==> config.mk <==
export PLATFORM = sky130hd
export DESIGN_NAME = url_percent_decoder_flat
export DESIGN_NICKNAME = d
export VERILOG_FILES = /design/src/hdl/upd_pkg.sv /design/src/hdl/upd_in_if.sv /design/src/hdl/upd_out_if.sv /design/src/hdl/upd_decode.sv /design/src/hdl/upd_serialiser.sv /design/src/hdl/url_percent_decoder.sv /design/src/flat_wrapper.sv
export VERILOG_INCLUDE_DIRS = /design/src /design/src/hdl
export SDC_FILE = /design/constraint.sdc
export NUM_CORES = 1
export LEC_CHECK = 0
export BUFFER_PORTS_ARGS = -buffer_cell sky130_fd_sc_hd__buf_4
export CORE_AREA = 2 2 72 74
export DETAILED_ROUTE_END_ITERATION = 10
export DIE_AREA = 0 0 74 76
export PLACE_DENSITY = 0.73
export RECOVER_POWER = 25
export SLEW_MARGIN = 15
export SYNTH_ARGS = -nofsm -noshare
export SYNTH_HDL_FRONTEND = slang
export SYNTH_SLANG_ARGS = --single-unit
==> constraint.sdc <==
create_clock -name i_clk -period 3.5 [get_ports i_clk]
set_input_delay 0.525 -clock i_clk [delete_from_list [all_inputs] [get_ports i_clk]]
set_output_delay 0.525 -clock i_clk [all_outputs]
set_load 0.01 [all_outputs]
==> src/hdl/assert_macros.svh <==
// ----------------------------------------------------------------------------
// Assertion macros
// Concurrent assertion wrappers, empty under synthesis.
// ----------------------------------------------------------------------------
`ifndef ASSERT_MACROS_SVH
`define ASSERT_MACROS_SVH

`ifndef SYNTHESIS

`define ASSERT_CLK(label, clk, rst_n, prop, msg) \
    label: assert property (@(posedge clk) disable iff (!rst_n) prop) else $error(msg);

`define ASSERT_CLK_NR(label, clk, prop, msg) \
    label: assert property (@(posedge clk) prop) else $error(msg);

`else

`define ASSERT_CLK(label, clk, rst_n, prop, msg)

`define ASSERT_CLK_NR(label, clk, prop, msg)

`endif

`endif

==> src/hdl/upd_pkg.sv <==
// ----------------------------------------------------------------------------
// upd_pkg
// Shared constants, types and the hex digit decode for the URL decoder.
// ----------------------------------------------------------------------------
`default_nettype none

package upd_pkg;

    localparam logic [7:0] C_PCT   = 8'h25;
    localparam logic [7:0] C_PLUS  = 8'h2B;
    localparam logic [7:0] C_SPACE = 8'h20;
    localparam int         C_MAX_RES = 3;
    localparam int         C_CNT_W   = $clog2(C_MAX_RES + 1);

    typedef struct packed {
        logic [C_MAX_RES-1:0][7:0] data;
        logic [C_CNT_W-1:0]        cnt;
        logic                      last;
    } t_res_set;

    // bit 4 set when the byte is a hex digit, bits 3:0 its value
    function automatic logic [4:0] hex_nib(input logic [7:0] c);
        logic [4:0] r;
        r = 5'd0;
        if (c >= 8'h30 && c <= 8'h39) begin
            r = {1'b1, 4'(c - 8'h30)};
        end else if (c >= 8'h61 && c <= 8'h66) begin
            r = {1'b1, 4'(c - 8'h57)};
        end else if (c >= 8'h41 && c <= 8'h46) begin
            r = {1'b1, 4'(c - 8'h37)};
        end
        return r;
    endfunction

endpackage

`default_nettype wire

==> src/hdl/upd_in_if.sv <==
// ----------------------------------------------------------------------------
// upd_in_if
// Encoded byte stream channel.
// ----------------------------------------------------------------------------
`default_nettype none

interface upd_in_if;
    logic       valid;
    logic       ready;
    logic [7:0] in_byte;
    logic       in_last;

    modport source (output valid, output in_byte, output in_last, input ready);
    modport sink   (input valid, input in_byte, input in_last, output ready);
endinterface

`default_nettype wire

==> src/hdl/upd_out_if.sv <==
// ----------------------------------------------------------------------------
// upd_out_if
// Decoded byte stream channel.
// ----------------------------------------------------------------------------
`default_nettype none

interface upd_out_if;
    logic       valid;
    logic       ready;
    logic [7:0] out_byte;
    logic       run_last;
    logic       string_end;

    modport source (output valid, output out_byte, output run_last, output string_end,
                    input ready);
    modport sink   (input valid, input out_byte, input run_last, input string_end,
                    output ready);
endinterface

`default_nettype wire

==> src/hdl/upd_decode.sv <==
// ----------------------------------------------------------------------------
// upd_decode
// Input register, escape tracking and per-beat decode into a result set.
// ----------------------------------------------------------------------------
`default_nettype none

module upd_decode (
    input  logic              i_clk,
    input  logic              i_rst_n,
    input  logic              i_cfg_wr_en,
    input  logic              i_cfg_wr_data,
    upd_in_if.sink            i_in,
    input  logic              i_free,
    output logic              o_res_vld,
    output upd_pkg::t_res_set o_res
);
    import upd_pkg::*;

    typedef enum logic [2:0] {
        PH_IDLE = 3'b001,
        PH_PCT  = 3'b010,
        PH_HEX  = 3'b100
    } t_phase;

    logic       r_plus_to_space;
    logic       r_in_vld;
    logic [7:0] r_in_byte;
    logic       r_in_last;
    t_phase     r_phase;
    t_phase     n_phase;
    logic [7:0] r_first;
    logic [7:0] n_first;
    logic [4:0] hi;
    logic [4:0] lo;
    logic       advance;
    t_res_set   res;

    assign advance    = r_in_vld && i_free;
    assign i_in.ready = !r_in_vld || i_free;
    assign o_res_vld  = r_in_vld;
    assign o_res      = res;

    always_ff @(posedge i_clk) begin
        if (!i_rst_n) begin
            r_plus_to_space <= 1'b0;
        end else if (i_cfg_wr_en) begin
            r_plus_to_space <= i_cfg_wr_data;
        end
    end

    always_ff @(posedge i_clk) begin
        if (!i_rst_n) begin
            r_in_vld <= 1'b0;
        end else if (i_in.ready) begin
            r_in_vld <= i_in.valid;
        end
    end

    always_ff @(posedge i_clk) begin
        if (i_in.ready && i_in.valid) begin
            r_in_byte <= i_in.in_byte;
            r_in_last <= i_in.in_last;
        end
    end

    always_ff @(posedge i_clk) begin
        if (!i_rst_n) begin
            r_phase <= PH_IDLE;
            r_first <= 8'h00;
        end else if (advance) begin
            r_phase <= n_phase;
            r_first <= n_first;
        end
    end

    always_comb begin
        hi      = hex_nib(r_first);
        lo      = hex_nib(r_in_byte);
        res     = '0;
        n_phase = r_phase;
        n_first = r_first;
        unique case (r_phase)
            PH_PCT: begin
                n_first = r_in_byte;
                if (r_in_last) begin
                    res.data[0] = C_PCT;
                    res.data[1] = r_in_byte;
                    res.cnt     = C_CNT_W'(2);
                    n_phase     = PH_IDLE;
                end else begin
                    n_phase     = PH_HEX;
                end
            end
            PH_HEX: begin
                if (hi[4] && lo[4]) begin
                    res.data[0] = {hi[3:0], lo[3:0]};
                    res.cnt     = C_CNT_W'(1);
                end else begin
                    res.data[0] = C_PCT;
                    res.data[1] = r_first;
                    res.data[2] = r_in_byte;
                    res.cnt     = C_CNT_W'(3);
                end
                n_phase = PH_IDLE;
            end
            default: begin
                n_phase = PH_IDLE;
                if (r_in_byte == C_PCT) begin
                    if (r_in_last) begin
                        res.data[0] = C_PCT;
                        res.cnt     = C_CNT_W'(1);
                    end else begin
                        n_phase     = PH_PCT;
                    end
                end else if (r_in_byte == C_PLUS && r_plus_to_space) begin
                    res.data[0] = C_SPACE;
                    res.cnt     = C_CNT_W'(1);
                end else begin
                    res.data[0] = r_in_byte;
                    res.cnt     = C_CNT_W'(1);
                end
            end
        endcase
        if (r_in_last) begin
            n_phase = PH_IDLE;
        end
        res.last = r_in_last;
    end

endmodule

`default_nettype wire

==> src/hdl/upd_serialiser.sv <==
// ----------------------------------------------------------------------------
// upd_serialiser
// Result register; hands out a result set one beat at a time.
// ----------------------------------------------------------------------------
`default_nettype none

module upd_serialiser (
    input  logic              i_clk,
    input  logic              i_rst_n,
    input  logic              i_res_vld,
    input  upd_pkg::t_res_set i_res,
    output logic              o_free,
    upd_out_if.source         o_out
);
    import upd_pkg::*;

    logic [C_MAX_RES-1:0][7:0] r_data;
    logic [C_CNT_W-1:0]        r_left;
    logic                      r_last;
    logic                      pop;
    logic                      load;

    assign pop    = o_out.valid && o_out.ready;
    assign o_free = (r_left == '0) || (r_left == C_CNT_W'(1) && o_out.ready);
    assign load   = i_res_vld && o_free;

    assign o_out.valid      = (r_left != '0);
    assign o_out.out_byte   = r_data[0];
    assign o_out.run_last   = (r_left == C_CNT_W'(1));
    assign o_out.string_end = (r_left == C_CNT_W'(1)) && r_last;

    always_ff @(posedge i_clk) begin
        if (!i_rst_n) begin
            r_left <= '0;
        end else if (load) begin
            r_left <= i_res.cnt;
        end else if (pop) begin
            r_left <= r_left - C_CNT_W'(1);
        end
    end

    always_ff @(posedge i_clk) begin
        if (load) begin
            r_data <= i_res.data;
            r_last <= i_res.last;
        end else if (pop) begin
            r_data <= {8'h00, r_data[C_MAX_RES-1:1]};
        end
    end

endmodule

`default_nettype wire

==> src/hdl/url_percent_decoder.sv <==
// ----------------------------------------------------------------------------
// url_percent_decoder
// Percent-escape decoder for a byte stream, optional '+' to space.
// ----------------------------------------------------------------------------
//  channel   dir  fields                          beat when
//  i_in      in   in_byte, in_last                valid && ready
//  o_out     out  out_byte, run_last, string_end  valid && ready
//  i_cfg_*   in   plus-to-space flag              i_cfg_wr_en
//
//  One input beat a cycle while the output takes results; an item giving n
//  results holds the input until all n are taken, worst for a bad escape.
//  Path: input register, then decode into the result register.
//  Reset is synchronous; clears phase, register and valid state.
//  Output stalls reach the input through the result register's free flag.
// ----------------------------------------------------------------------------
`default_nettype none
`include "assert_macros.svh"

module url_percent_decoder (
    input  logic      i_clk,
    input  logic      i_rst_n,
    input  logic      i_cfg_wr_en,
    input  logic      i_cfg_wr_data,
    upd_in_if.sink    i_in,
    upd_out_if.source o_out
);
    import upd_pkg::*;

    logic     res_vld;
    logic     free;
    t_res_set res;

    upd_decode u_decode (
        .i_clk         (i_clk),
        .i_rst_n       (i_rst_n),
        .i_cfg_wr_en   (i_cfg_wr_en),
        .i_cfg_wr_data (i_cfg_wr_data),
        .i_in          (i_in),
        .i_free        (free),
        .o_res_vld     (res_vld),
        .o_res         (res)
    );

    upd_serialiser u_ser (
        .i_clk     (i_clk),
        .i_rst_n   (i_rst_n),
        .i_res_vld (res_vld),
        .i_res     (res),
        .o_free    (free),
        .o_out     (o_out)
    );

    `ASSERT_CLK(a_end_yields, i_clk, i_rst_n,
        (res_vld && res.last) |-> (res.cnt != '0),
        "end of string gives no result")
    `ASSERT_CLK(a_push_shows, i_clk, i_rst_n,
        (res_vld && free) |=> (o_out.valid == ($past(res.cnt) != '0)),
        "result set not presented")
    `ASSERT_CLK(a_end_is_run_last, i_clk, i_rst_n,
        (o_out.valid && o_out.string_end) |-> o_out.run_last,
        "string end off run end")

endmodule

`default_nettype wire
==> src/flat_wrapper.sv <==
// flat-port wrapper written by rule: the top's interface ports become plain ports
module url_percent_decoder_flat import upd_pkg::*;
  (i_clk, i_rst_n, i_cfg_wr_en, i_cfg_wr_data, i_in_valid, i_in_in_byte, i_in_in_last, i_in_ready, o_out_valid, o_out_out_byte, o_out_run_last, o_out_string_end, o_out_ready);
  upd_in_if i_in_i ();
  upd_out_if o_out_i ();
  input  logic i_clk;
  input  logic i_rst_n;
  input  logic i_cfg_wr_en;
  input  logic i_cfg_wr_data;
  input wire logic [$bits(i_in_i.valid)-1:0] i_in_valid;
  input wire logic [$bits(i_in_i.in_byte)-1:0] i_in_in_byte;
  input wire logic [$bits(i_in_i.in_last)-1:0] i_in_in_last;
  output wire logic [$bits(i_in_i.ready)-1:0] i_in_ready;
  output wire logic [$bits(o_out_i.valid)-1:0] o_out_valid;
  output wire logic [$bits(o_out_i.out_byte)-1:0] o_out_out_byte;
  output wire logic [$bits(o_out_i.run_last)-1:0] o_out_run_last;
  output wire logic [$bits(o_out_i.string_end)-1:0] o_out_string_end;
  input wire logic [$bits(o_out_i.ready)-1:0] o_out_ready;
  assign i_in_i.valid = i_in_valid;
  assign i_in_i.in_byte = i_in_in_byte;
  assign i_in_i.in_last = i_in_in_last;
  assign i_in_ready = i_in_i.ready;
  assign o_out_valid = o_out_i.valid;
  assign o_out_out_byte = o_out_i.out_byte;
  assign o_out_run_last = o_out_i.run_last;
  assign o_out_string_end = o_out_i.string_end;
  assign o_out_i.ready = o_out_ready;
  url_percent_decoder u_core (.i_clk(i_clk), .i_rst_n(i_rst_n), .i_cfg_wr_en(i_cfg_wr_en), .i_cfg_wr_data(i_cfg_wr_data), .i_in(i_in_i), .o_out(o_out_i));
endmodule
# Yosys cells after proc, flatten, opt, wreduce, memory -nomap -nowiden
# Cells that the tools add are included.
[classes]
n_reduce_logical = 20
add_sub_neg = 7
order_cmp = 12
n_eq_ne = 5
n_mux = 22
[op_table]
columns = ["cell", "n"]
rows = [
  ["$mux 24", 2],
  ["$ge 8x7->1 const B", 4],
  ["$le 8x7->1 const B", 4],
  ["$mux 10", 3],
  ["$mux 5", 6],
  ["$pmux 10 s2", 1],
  ["$mux 18", 1],
  ["$eq 8x6->1 const B", 2],
  ["$ge 8x6->1 const B", 2],
  ["$le 8x6->1 const B", 2],
  ["$mux 16", 1],
  ["$mux 8", 2],
  ["$pmux 8 s2", 1],
  ["$sub 4x3->4 const B", 4],
  ["$logic_and 1x1->1", 13],
  ["$sub 4x1->4 const B", 2],
  ["$mux 2", 3],
  ["$pmux 3 s2", 1],
  ["$reduce_bool 2->1", 2],
  ["$eq 3x2->1 const B", 1],
  ["$eq 3x3->1 const B", 1],
  ["$mux 3", 1],
  ["$eq 2x1->1 const B", 1],
  ["$logic_not 2->1", 1],
  ["other kinds (4)", 5],
]
[totals]
ff_bits = 49
out_inout_bits = 12

# Longest topological paths before layout
# Gate-level depths: netlist of the first run.
[depth]
depth_word = 9
mapped_depth = 9

# By module
# A second synthesis of the first run with hierarchy kept.
[hier_totals]
cells_unflattened = 243
area_unflattened_um2 = 2797.7
[modules_own_cells]
columns = ["module", "cells_each", "area_each_um2", "n_inst", "seq_area_each_um2"]
rows = [
  ["upd_decode", 162, 1502.7, 1, 530.5],
  ["upd_serialiser", 81, 1295.0, 1, 790.8],
]

# Least setup slack after synthesis of the first run
# No wires, ideal clock.
[synth_timing]
path_type = "flip-flop to flip-flop"
from = "reg u_core.u_decode.r_in_byte[0]"
to = "reg u_core.u_ser.r_data (netlist bit u_core.u_ser.o_out.out_byte[1]) (data pin)"
path_slack_ns = 1.156
setup_ns = 0.261
period_less_slack_ns = 2.344
t_arrival_ns = 2.083
path_stages_with_launch = 8
required_ns = 3.239
path_buffers = 0
path_cell_list = "edfxtp_1 inv_1 ha_1 o21ba_2 o2111ai_1 mux2_2 a221oi_1 nor2_1"
[synth_between]
elab_chain_len = 9
elab_cells_between_ends = 24
cone_classes = "3 x add/sub; 6 x order compare; 2 x eq/ne; 8 x mux; 5 x reduce/logical"
[synth_rtl]
columns = ["item", "line_no", "text"]
rows = [
  ["from (decl)", "upd_decode.sv:27", "logic [7:0] r_in_byte;"],
  ["from (signal assigned)", "upd_decode.sv:61", "r_in_byte <= i_in.in_byte;"],
  ["$ge 8x7->1 or $le 8x7->1 (tied branches)", "upd_pkg.sv:29", "end else if (c >= 8'h41 && c <= 8'h46) begin"],
  ["$logic_and 1x1->1", "upd_pkg.sv:29", ""],
  ["$mux 5", "upd_pkg.sv:29", ""],
  ["$mux 5", "upd_pkg.sv:27", "end else if (c >= 8'h61 && c <= 8'h66) begin"],
  ["$mux 5", "upd_pkg.sv:25", "if (c >= 8'h30 && c <= 8'h39) begin"],
  ["$logic_and 1x1->1", "upd_decode.sv:95", "if (hi[4] && lo[4]) begin"],
  ["$mux 10", "upd_decode.sv:95", ""],
  ["$pmux 10 s2 *", "upd_decode.sv:82", "unique case (r_phase)"],
  ["$mux 24 *", "upd_serialiser.sv:43", "if (load) begin"],
  ["to (signal assigned)", "upd_serialiser.sv:44", "r_data <= i_res.data;"],
  ["to (signal assigned)", "upd_serialiser.sv:47", "r_data <= {8'h00, r_data[C_MAX_RES-1:1]};"],
  ["to (decl)", "upd_serialiser.sv:17", "logic [C_MAX_RES-1:0][7:0] r_data;"],
]
# Mark *: on every way between the ends. The rest lies on a longest branch, timed or not.
# A chain may end at the register's enable or synchronous reset.

# Worst setup path after layout of the first run
[layout_timing]
from = "reg u_core.u_decode.r_in_byte[1]"
to = "reg u_core.u_ser.r_data[11] (netlist bit) (data pin)"
[layout_between]
elab_chain_len = 9
elab_cells_between_ends = 16
cone_classes = "6 x order compare; 6 x mux; 4 x reduce/logical"
[layout_rtl]
columns = ["item", "line_no"]
rows = [
  ["$ge 8x7->1 or $le 8x7->1 (tied branches)", "upd_pkg.sv:29"],
  ["$logic_and 1x1->1", "upd_pkg.sv:29"],
  ["$mux 5", "upd_pkg.sv:29"],
  ["$mux 5", "upd_pkg.sv:27"],
  ["$mux 5 *", "upd_pkg.sv:25"],
  ["$logic_and 1x1->1 *", "upd_decode.sv:95"],
  ["$mux 16 *", "upd_decode.sv:95"],
  ["$pmux 8 s2 *", "upd_decode.sv:82"],
  ["$mux 24 *", "upd_serialiser.sv:43"],
]
# Marks and branches as above.

==> run summary, run 1 <==
Outcome = finished, final reports clean
Worst supply voltage drop on vdd = 0.268 mV
Total placed cells including tap cells = 310
Hold-fix buffers at CTS = 0
Worst Hold Depth = 1
Count of synthesis-stage warnings from yosys = 0
Timing startpoint of the critical path = u_core.u_decode.r_in_byte[1]
Final Wtd Congestion = 0.900
Most common cell on crit path = sky130_fd_sc_hd__inv_1
Mean routed wirelength per cell = 16.8 µm
Startpoint-to-endpoint class of the critical path = reg2reg
Count of different cell masters after synthesis = 55
Startpoint class of the critical path = flop
Flop-to-flop setup slack = 0.75 ns
Async set-or-reset flop fraction in the synthesized netlist = 0
Sequential element share of the synthesized area = 0.515
Number of nets still failing antenna checks after routing = 0
Minimum period implied by the final worst setup slack = 2.75 ns
Avg Vias per Cell = 5.86
Critical Path AT = 2.92 ns
Worst R2R Start = u_core.u_decode.r_in_byte[1]
Height of the die = 76 µm
Worst-margin pin slew = 0.854 ns
Leading register cell type out of synthesis = sky130_fd_sc_hd__edfxtp_1
Residual DRC count = 0
Overall die area = 5620 µm²
Top cell family by delay on the critical path = compound AO/OA/AOI/OAI gates
Maximum root-to-sink buffer count = 2
Final period utilization = 0.786
Number of DRC markers in iteration 0 = 201
Post-CTS resize count = 0
Maximum capacitance violations = 0
CTS tree = built
Unrepaired setup endpoints after global routing = no
Total of flip-flops plus latches after synthesis = 49
Slack of the critical path = 0.750 ns
First drt pass iteration count = 5
Root buffer cell = sky130_fd_sc_hd__clkbuf_8
Max Clk Rate = 364 MHz
Global-route wire length before repair = 8680 µm
Horizontal die dimension = 74 µm
Via count of the first global-routing pass = 1658
Post-synth EDFFs = 34
Final standard cell area without fillers = 2870 µm²
Category of the worst setup path capture point = flop
Total global routing track utilization = 0.199
Mean cell area of the mapped netlist = 11.3 µm²
Total overflow reported by the global router = 0
Later-pin clock latency in the skew report = 0.31 ns
Post-Layout Cell Count = 318
Number of clock sinks = 49
Min-Delay Path Class = in2reg
Final HPWL from detailed placement = 3790 µm
P&R area growth vs syn = 11.6%
Proportion of netlist area held by the largest area contributor = 0.398
Number of cell instances on the worst register-to-register path = 7
Crit. path cell count = 7
Final Hold Viols = 0
Area of the core = 4910 µm²
TNS Setup = 0 ns
Post-Synthesis Cell Area = 2570 µm²
Nets = 271
Critical path data required time = 3.67 ns
Clock input transition at the sequential cells of the worst setup and hold paths = 0.09 ns
HP Start = i_in_in_byte[4]
Critical path fanouts, max = 13
Instance area at placement = 2770 µm²
Pre-CTS worst setup slack = 0.748 ns
Top-level port count = 27
Fraction of layout cells with a size suffix above 1 = 0.161
Antenna violations before repair = 0
Count of final setup violators = 0
Setup Fix Bufs, Post-CTS = 0
Number of standard cells after synthesis = 228
Post-Route Hold Slack = 0.413 ns
Cell chain of the critical path = inv_1 -> ha_1 -> inv_1 -> o311ai_0 -> a22oi_4 -> nor3_2 -> a221o_1
Leakage power summed over all cells = 1.01 nW
Max transition margin = 0.424
Standard-cell row count = 26
Pin count of the biggest net entering global routing = 29
Antenna diode count = 0
Cell with the largest stage delay on the worst path = sky130_fd_sc_hd__o311ai_0
Number of buffers created by CTS = 5
Number of H-tree levels = 2
Final Skew = 0.0175 ns
Syn nets = 252
Routed Wire Length = 5340 µm
Vias after detailed routing = 1864
Port Buffers = 26
Cell type with the largest total area after synthesis = sky130_fd_sc_hd__edfxtp_1
Fill cells = 428
Number of buffers and inverters on the critical path = 2
Final Max Tran Viols = 0
Starting Density = 0.523
Power per standard cell area = 516 nW/µm²
Slowest Stage Delay on Critical Path = 0.69 ns
Ranking of synthesized cells by area = sky130_fd_sc_hd__edfxtp_1, sky130_fd_sc_hd__dfxtp_1, sky130_fd_sc_hd__ha_1, sky130_fd_sc_hd__mux2i_1, sky130_fd_sc_hd__a221o_1
==> per-layer routing <==
layer,vias to the layer above,global-route usage,part of all wire
met5,-,0,0
met1,884,0.324,0.48
met2,82,0.272,0.44
met3,7,0.0397,0.069
met4,0,0.0436,0.012
li1,891,-,-
==> path summary, 6_finish.rpt <==
| kind | to |
|---|---|
| max | u_core.u_ser.r_data[11] |
| min | u_core.u_decode.r_in_byte[4] |
| max reg2reg | u_core.u_ser.r_data[11] |
| min reg2reg | u_core.u_decode.r_phase[1] |
==> stage by stage <==
step / util / power [mW]
after global routing: 0.584 / 1.53
after global placement: 0.563 / 1.02
after detailed placement: 0.563 / 1.03
after CTS: 0.590 / 1.50
final: 0.584 / 1.48
after floorplan: - / 0.948
==> placed cells by master, fill, tap and decap left out, types with 10 or more instances in the layout <==
master,count
sky130_fd_sc_hd__edfxtp_1,34
sky130_fd_sc_hd__and2_1,10
sky130_fd_sc_hd__inv_1,11
sky130_fd_sc_hd__dfxtp_1,15
sky130_fd_sc_hd__clkbuf_4,10
sky130_fd_sc_hd__nor2_1,17
sky130_fd_sc_hd__buf_4,10
sky130_fd_sc_hd__a21oi_1,12
sky130_fd_sc_hd__mux2i_1,10
==> cell usage after synthesis (4+ instances only) <==
| library cell | number |
|---|---|
| sky130_fd_sc_hd__nor2_1 | 17 |
| sky130_fd_sc_hd__a21oi_1 | 12 |
| sky130_fd_sc_hd__and3_1 | 7 |
| sky130_fd_sc_hd__ha_1 | 9 |
| sky130_fd_sc_hd__nand2_1 | 4 |
| sky130_fd_sc_hd__buf_4 | 8 |
| sky130_fd_sc_hd__a221o_1 | 8 |
| sky130_fd_sc_hd__nor4_1 | 6 |
| sky130_fd_sc_hd__dfxtp_1 | 15 |
| sky130_fd_sc_hd__o21ai_0 | 9 |
| sky130_fd_sc_hd__inv_1 | 11 |
| sky130_fd_sc_hd__mux2i_1 | 10 |
| sky130_fd_sc_hd__edfxtp_1 | 34 |
| sky130_fd_sc_hd__and2_1 | 11 |
| sky130_fd_sc_hd__nor2b_1 | 8 |
==> report_power, final <==
part	switching, mW	leakage (nW)	internal (mW)
Clock	0.195	0.0681	0.284
Combinational	0.146	0.486	0.0949
Sequential	0.0373	0.453	0.721
==> state kept, by name, summed over array words and instances (netlist names) <==
signal,count
u_core.u_ser.r_last,1
u_core.u_decode.r_in_last,1
u_core.u_decode.r_first,8
u_core.u_decode.r_plus_to_space,1
u_core.u_decode.o_res_vld,1
u_core.u_ser.o_out.out_byte,8
u_core.u_ser.r_data,16
u_core.u_ser.r_left,2
u_core.u_decode.r_phase,3
u_core.u_decode.r_in_byte,8
==> cell type report <==
class                      count  area [µm²]  area share
timing repair buffer          29         184      0.0642
multi-input combinational    151        1100       0.383
sequential                    49        1320       0.461
tap                           70        87.6      0.0306
clock inverter                 3        65.1      0.0227
inverter                      11        41.3      0.0144
clock buffer                   5        68.8      0.0240
==> cells by family after synthesis <==
logic type,synth area share
simple gates,0.161
compound gates,0.172
flops,0.515
buf+inv,0.0575
mux,0.0478
fa+ha+maj,0.0439
xor+xnor,0.00341
Note: power is estimated with default switching activity, not from simulation.
==> inputs of run 2 (changes only) <==
clock period = 2.6 ns   (was 3.5 ns; I/O delays follow)
==> run 2 against run 1 <==
Compared with the run above:
- first-iteration DRC count grew 33%
- wire length shrank 2.9%
- design area is essentially flat
- core utilization is essentially flat
- cell count grew 1.9%
- register-to-register slack lost 0.59 ns
- clock skew shrank 0.0098 ns
- non-clock buffer count grew 6
- sequential share of layout area is essentially flat
- flip-flop and latch count is the same
- critical path depth is the same
- combinational power grew 37%
- critical endpoint is now u_core.u_ser.o_out.out_byte[1]
==> run summary, run 2 (same netlist as run 1, synthesis figures left out) <==
Fill cells = 442 (+3.3%)
Power per standard cell area = 626 nW/µm² (+21%)
Startpoint-to-endpoint class of the critical path = reg2reg
Later-pin clock latency in the skew report = 0.31 ns (about the same)
Global-route met1 utilization = 0.278 (-0.0463)
Switching part of the total = 0.280 (+0.0236)
Post-CTS resize count = 0 (unchanged)
Outcome = finished, final reports clean
Mean routed wirelength per cell = 16.0 µm (-4.7%)
Post-layout utilization of the core = 0.583 (about the same)
Hold-critical path endpoint = u_core.u_decode.r_in_byte[6]
Number of cell instances on the worst register-to-register path = 7 (unchanged)
Global-route wire length before repair = 8270 µm (-4.7%)
Critical path data required time = 2.65 ns (-1.02 ns)
Reg2reg end = u_core.u_ser.o_out.out_byte[1]
Flop-to-flop setup slack = 0.16 ns (-0.59 ns)
Number of nets still failing antenna checks after routing = 0 (unchanged)
Part of the total power dissipated in combinational logic = 0.185 (+0.022)
Total global routing track utilization = 0.193 (-0.00548)
Worst supply voltage drop on vdd = 0.386 mV (+44%)
Avg Vias per Cell = 5.75 (-2.0%)
Top-level port count = 27 (unchanged)
Number of clock sinks = 49 (unchanged)
Worst Hold Depth = 1 (unchanged)
Min-Delay Path Class = in2reg
Startpoint class of the critical path = flop
Antenna diode count = 0 (unchanged)
Pin count of the biggest net entering global routing = 25 (-14%)
Clock input transition at the sequential cells of the worst setup and hold paths = 0.09 ns (about the same)
Final HPWL from detailed placement = 3830 µm (+1.1%)
Critical path fanouts, max = 6 (-7)
Instance area at placement = 2810 µm² (+1.6%)
P&R area growth vs syn = 11.6% (about the same)
Maximum root-to-sink buffer count = 2 (unchanged)
Category of the worst setup path capture point = flop
NetSw = 502 µW (+32%)
Number of buffers created by CTS = 5 (unchanged)
CTS tree = built
Number of H-tree levels = 2 (unchanged)
Number of DRC markers in iteration 0 = 267 (+33%)
Final Wtd Congestion = 0.876 (-2.7%)
Commonest non-fill, non-tap cell in the layout = sky130_fd_sc_hd__edfxtp_1
Starting Density = 0.523 (unchanged)
Power consumption = 1.79 mW (+21%)
Final Hold Viols = 0 (unchanged)
Fraction of layout cells with a size suffix above 1 = 0.177 (+0.0159)
Standard-cell row count = 26 (unchanged)
Critical Path AT = 2.48 ns (-0.44 ns)
Height of the die = 76 µm (unchanged)
Clock power frac = 0.250 (-0.074)
Vias after detailed routing = 1862 (-0.11%)
Final period utilization = 0.937 (+0.151)
Nets = 277 (+2.2%)
Register with the most flip-flops = u_core.u_ser.r_data
Met3 track demand over resource in global routing = 0.0410 (+0.00132)
Worst R2R Start = u_core.u_decode.r_in_byte[0]
Count of final setup violators = 0 (unchanged)
Overall die area = 5620 µm² (unchanged)
Root buffer cell = sky130_fd_sc_hd__clkbuf_8
Met2 track demand over resource in global routing = 0.292 (+0.0196)
Leakage power summed over all cells = 1.00 nW (-0.66%)
HP Start = i_in_in_byte[6]
Minimum period implied by the final worst setup slack = 2.44 ns (-0.314 ns)
Max reg flops = 16 (unchanged)
Cell internal pwr = 1.29 mW (+17%)
Residual DRC count = 0 (unchanged)
Max transition margin = 0.337 (-0.0870)
Port Buffers = 26 (unchanged)
Hold-fix buffers at CTS = 0 (unchanged)
Worst-margin pin slew = 0.992 ns (+0.138 ns)
Maximum capacitance violations = 0 (unchanged)
Horizontal die dimension = 74 µm (unchanged)
Final standard cell area without fillers = 2870 µm² (about the same)
Layer carrying the most global-route usage = met2
Routed Wire Length = 5180 µm (-2.9%)
Final Skew = 0.00769 ns (-0.00978 ns)
TNS Setup = 0 ns (unchanged)
Total overflow reported by the global router = 0 (unchanged)
Setup Fix Bufs, Post-CTS = 0 (unchanged)
Via count of the first global-routing pass = 1680 (+1.3%)
Reg power frac = 0.565 (+0.052)
Max Clk Rate = 411 MHz (+13%)
Most used cells in the layout excluding fill and tap cells = sky130_fd_sc_hd__edfxtp_1, sky130_fd_sc_hd__nor2_1, sky130_fd_sc_hd__buf_4
Antenna violations before repair = 0 (unchanged)
Unrepaired setup endpoints after global routing = no
First drt pass iteration count = 4 (-1)
Final Max Tran Viols = 0 (unchanged)
Area of the core = 4910 µm² (unchanged)
==> run 2: worst max-delay path, cell delays in order (launching register included) <==
cell and delay (ns):
sky130_fd_sc_hd__edfxtp_1 0.48, sky130_fd_sc_hd__inv_1 0.14, sky130_fd_sc_hd__ha_1 0.24, sky130_fd_sc_hd__o21ba_2 0.19, sky130_fd_sc_hd__o2111ai_1 0.25, sky130_fd_sc_hd__mux2_2 0.38
sky130_fd_sc_hd__a221oi_1 0.44, sky130_fd_sc_hd__nor2_1 0.08
==> run 2: per-layer routing <==
| layer | up-vias | wire length [µm] |
|---|---|---|
| met5 | - | 0 |
| met4 | 0 | 46 |
| met1 | 891 | 2430 |
| met2 | 61 | 2450 |
| met3 | 5 | 255 |
| li1 | 905 | - |
==> run 2: worst max path at each step <==
stage                                  from                        endpoint  slack [ns]  cells after the start
2_1_floorplan  u_core.u_decode.r_in_byte[0]  u_core.u_ser.o_out.out_byte[1]        0.26                      7
3_3_place_gp   u_core.u_decode.r_in_byte[0]  u_core.u_ser.o_out.out_byte[1]        0.26                      7
3_5_place_dp   u_core.u_decode.r_in_byte[0]  u_core.u_ser.o_out.out_byte[1]        0.22                      7
4_1_cts        u_core.u_decode.r_in_byte[0]  u_core.u_ser.o_out.out_byte[1]        0.20                      7
5_1_grt        u_core.u_decode.r_in_byte[0]  u_core.u_ser.o_out.out_byte[1]        0.04                      8
6_report       u_core.u_decode.r_in_byte[0]  u_core.u_ser.o_out.out_byte[1]        0.16                      7
==> run 2: cell type report <==
type                            count  area, µm²  share of cell area
Clock buffer                        5       68.8              0.0240
Tap cell                           70       87.6              0.0306
Sequential cell                    49       1320               0.461
Clock inverter                      3       22.5             0.00786
Timing Repair Buffer               35        225              0.0786
Multi-Input combinational cell    151       1100               0.383
Inverter                           11       41.3              0.0144
==> run 2: power by group through the flow <==
stage / registers [mW] / logic, mW / clock network, mW
after floorplan: 1.02 / 0.261 / 0
after global placement: 1.03 / 0.354 / 0
after detailed placement: 1.03 / 0.362 / 0
after CTS: 1.01 / 0.363 / 0.458
after global routing: 1.02 / 0.367 / 0.486
final: 1.01 / 0.331 / 0.449
==> run 2: stage by stage <==
stage	hold WS, ns	worst slack [ns]	std cells
3_5_place_dp	0.490	0.215	316
4_1_cts	0.249	0.199	324
5_1_grt	0.265	0.0446	324
6_report	0.275	0.164	324
2_1_floorplan	0.463	0.256	228
3_3_place_gp	0.478	0.264	316
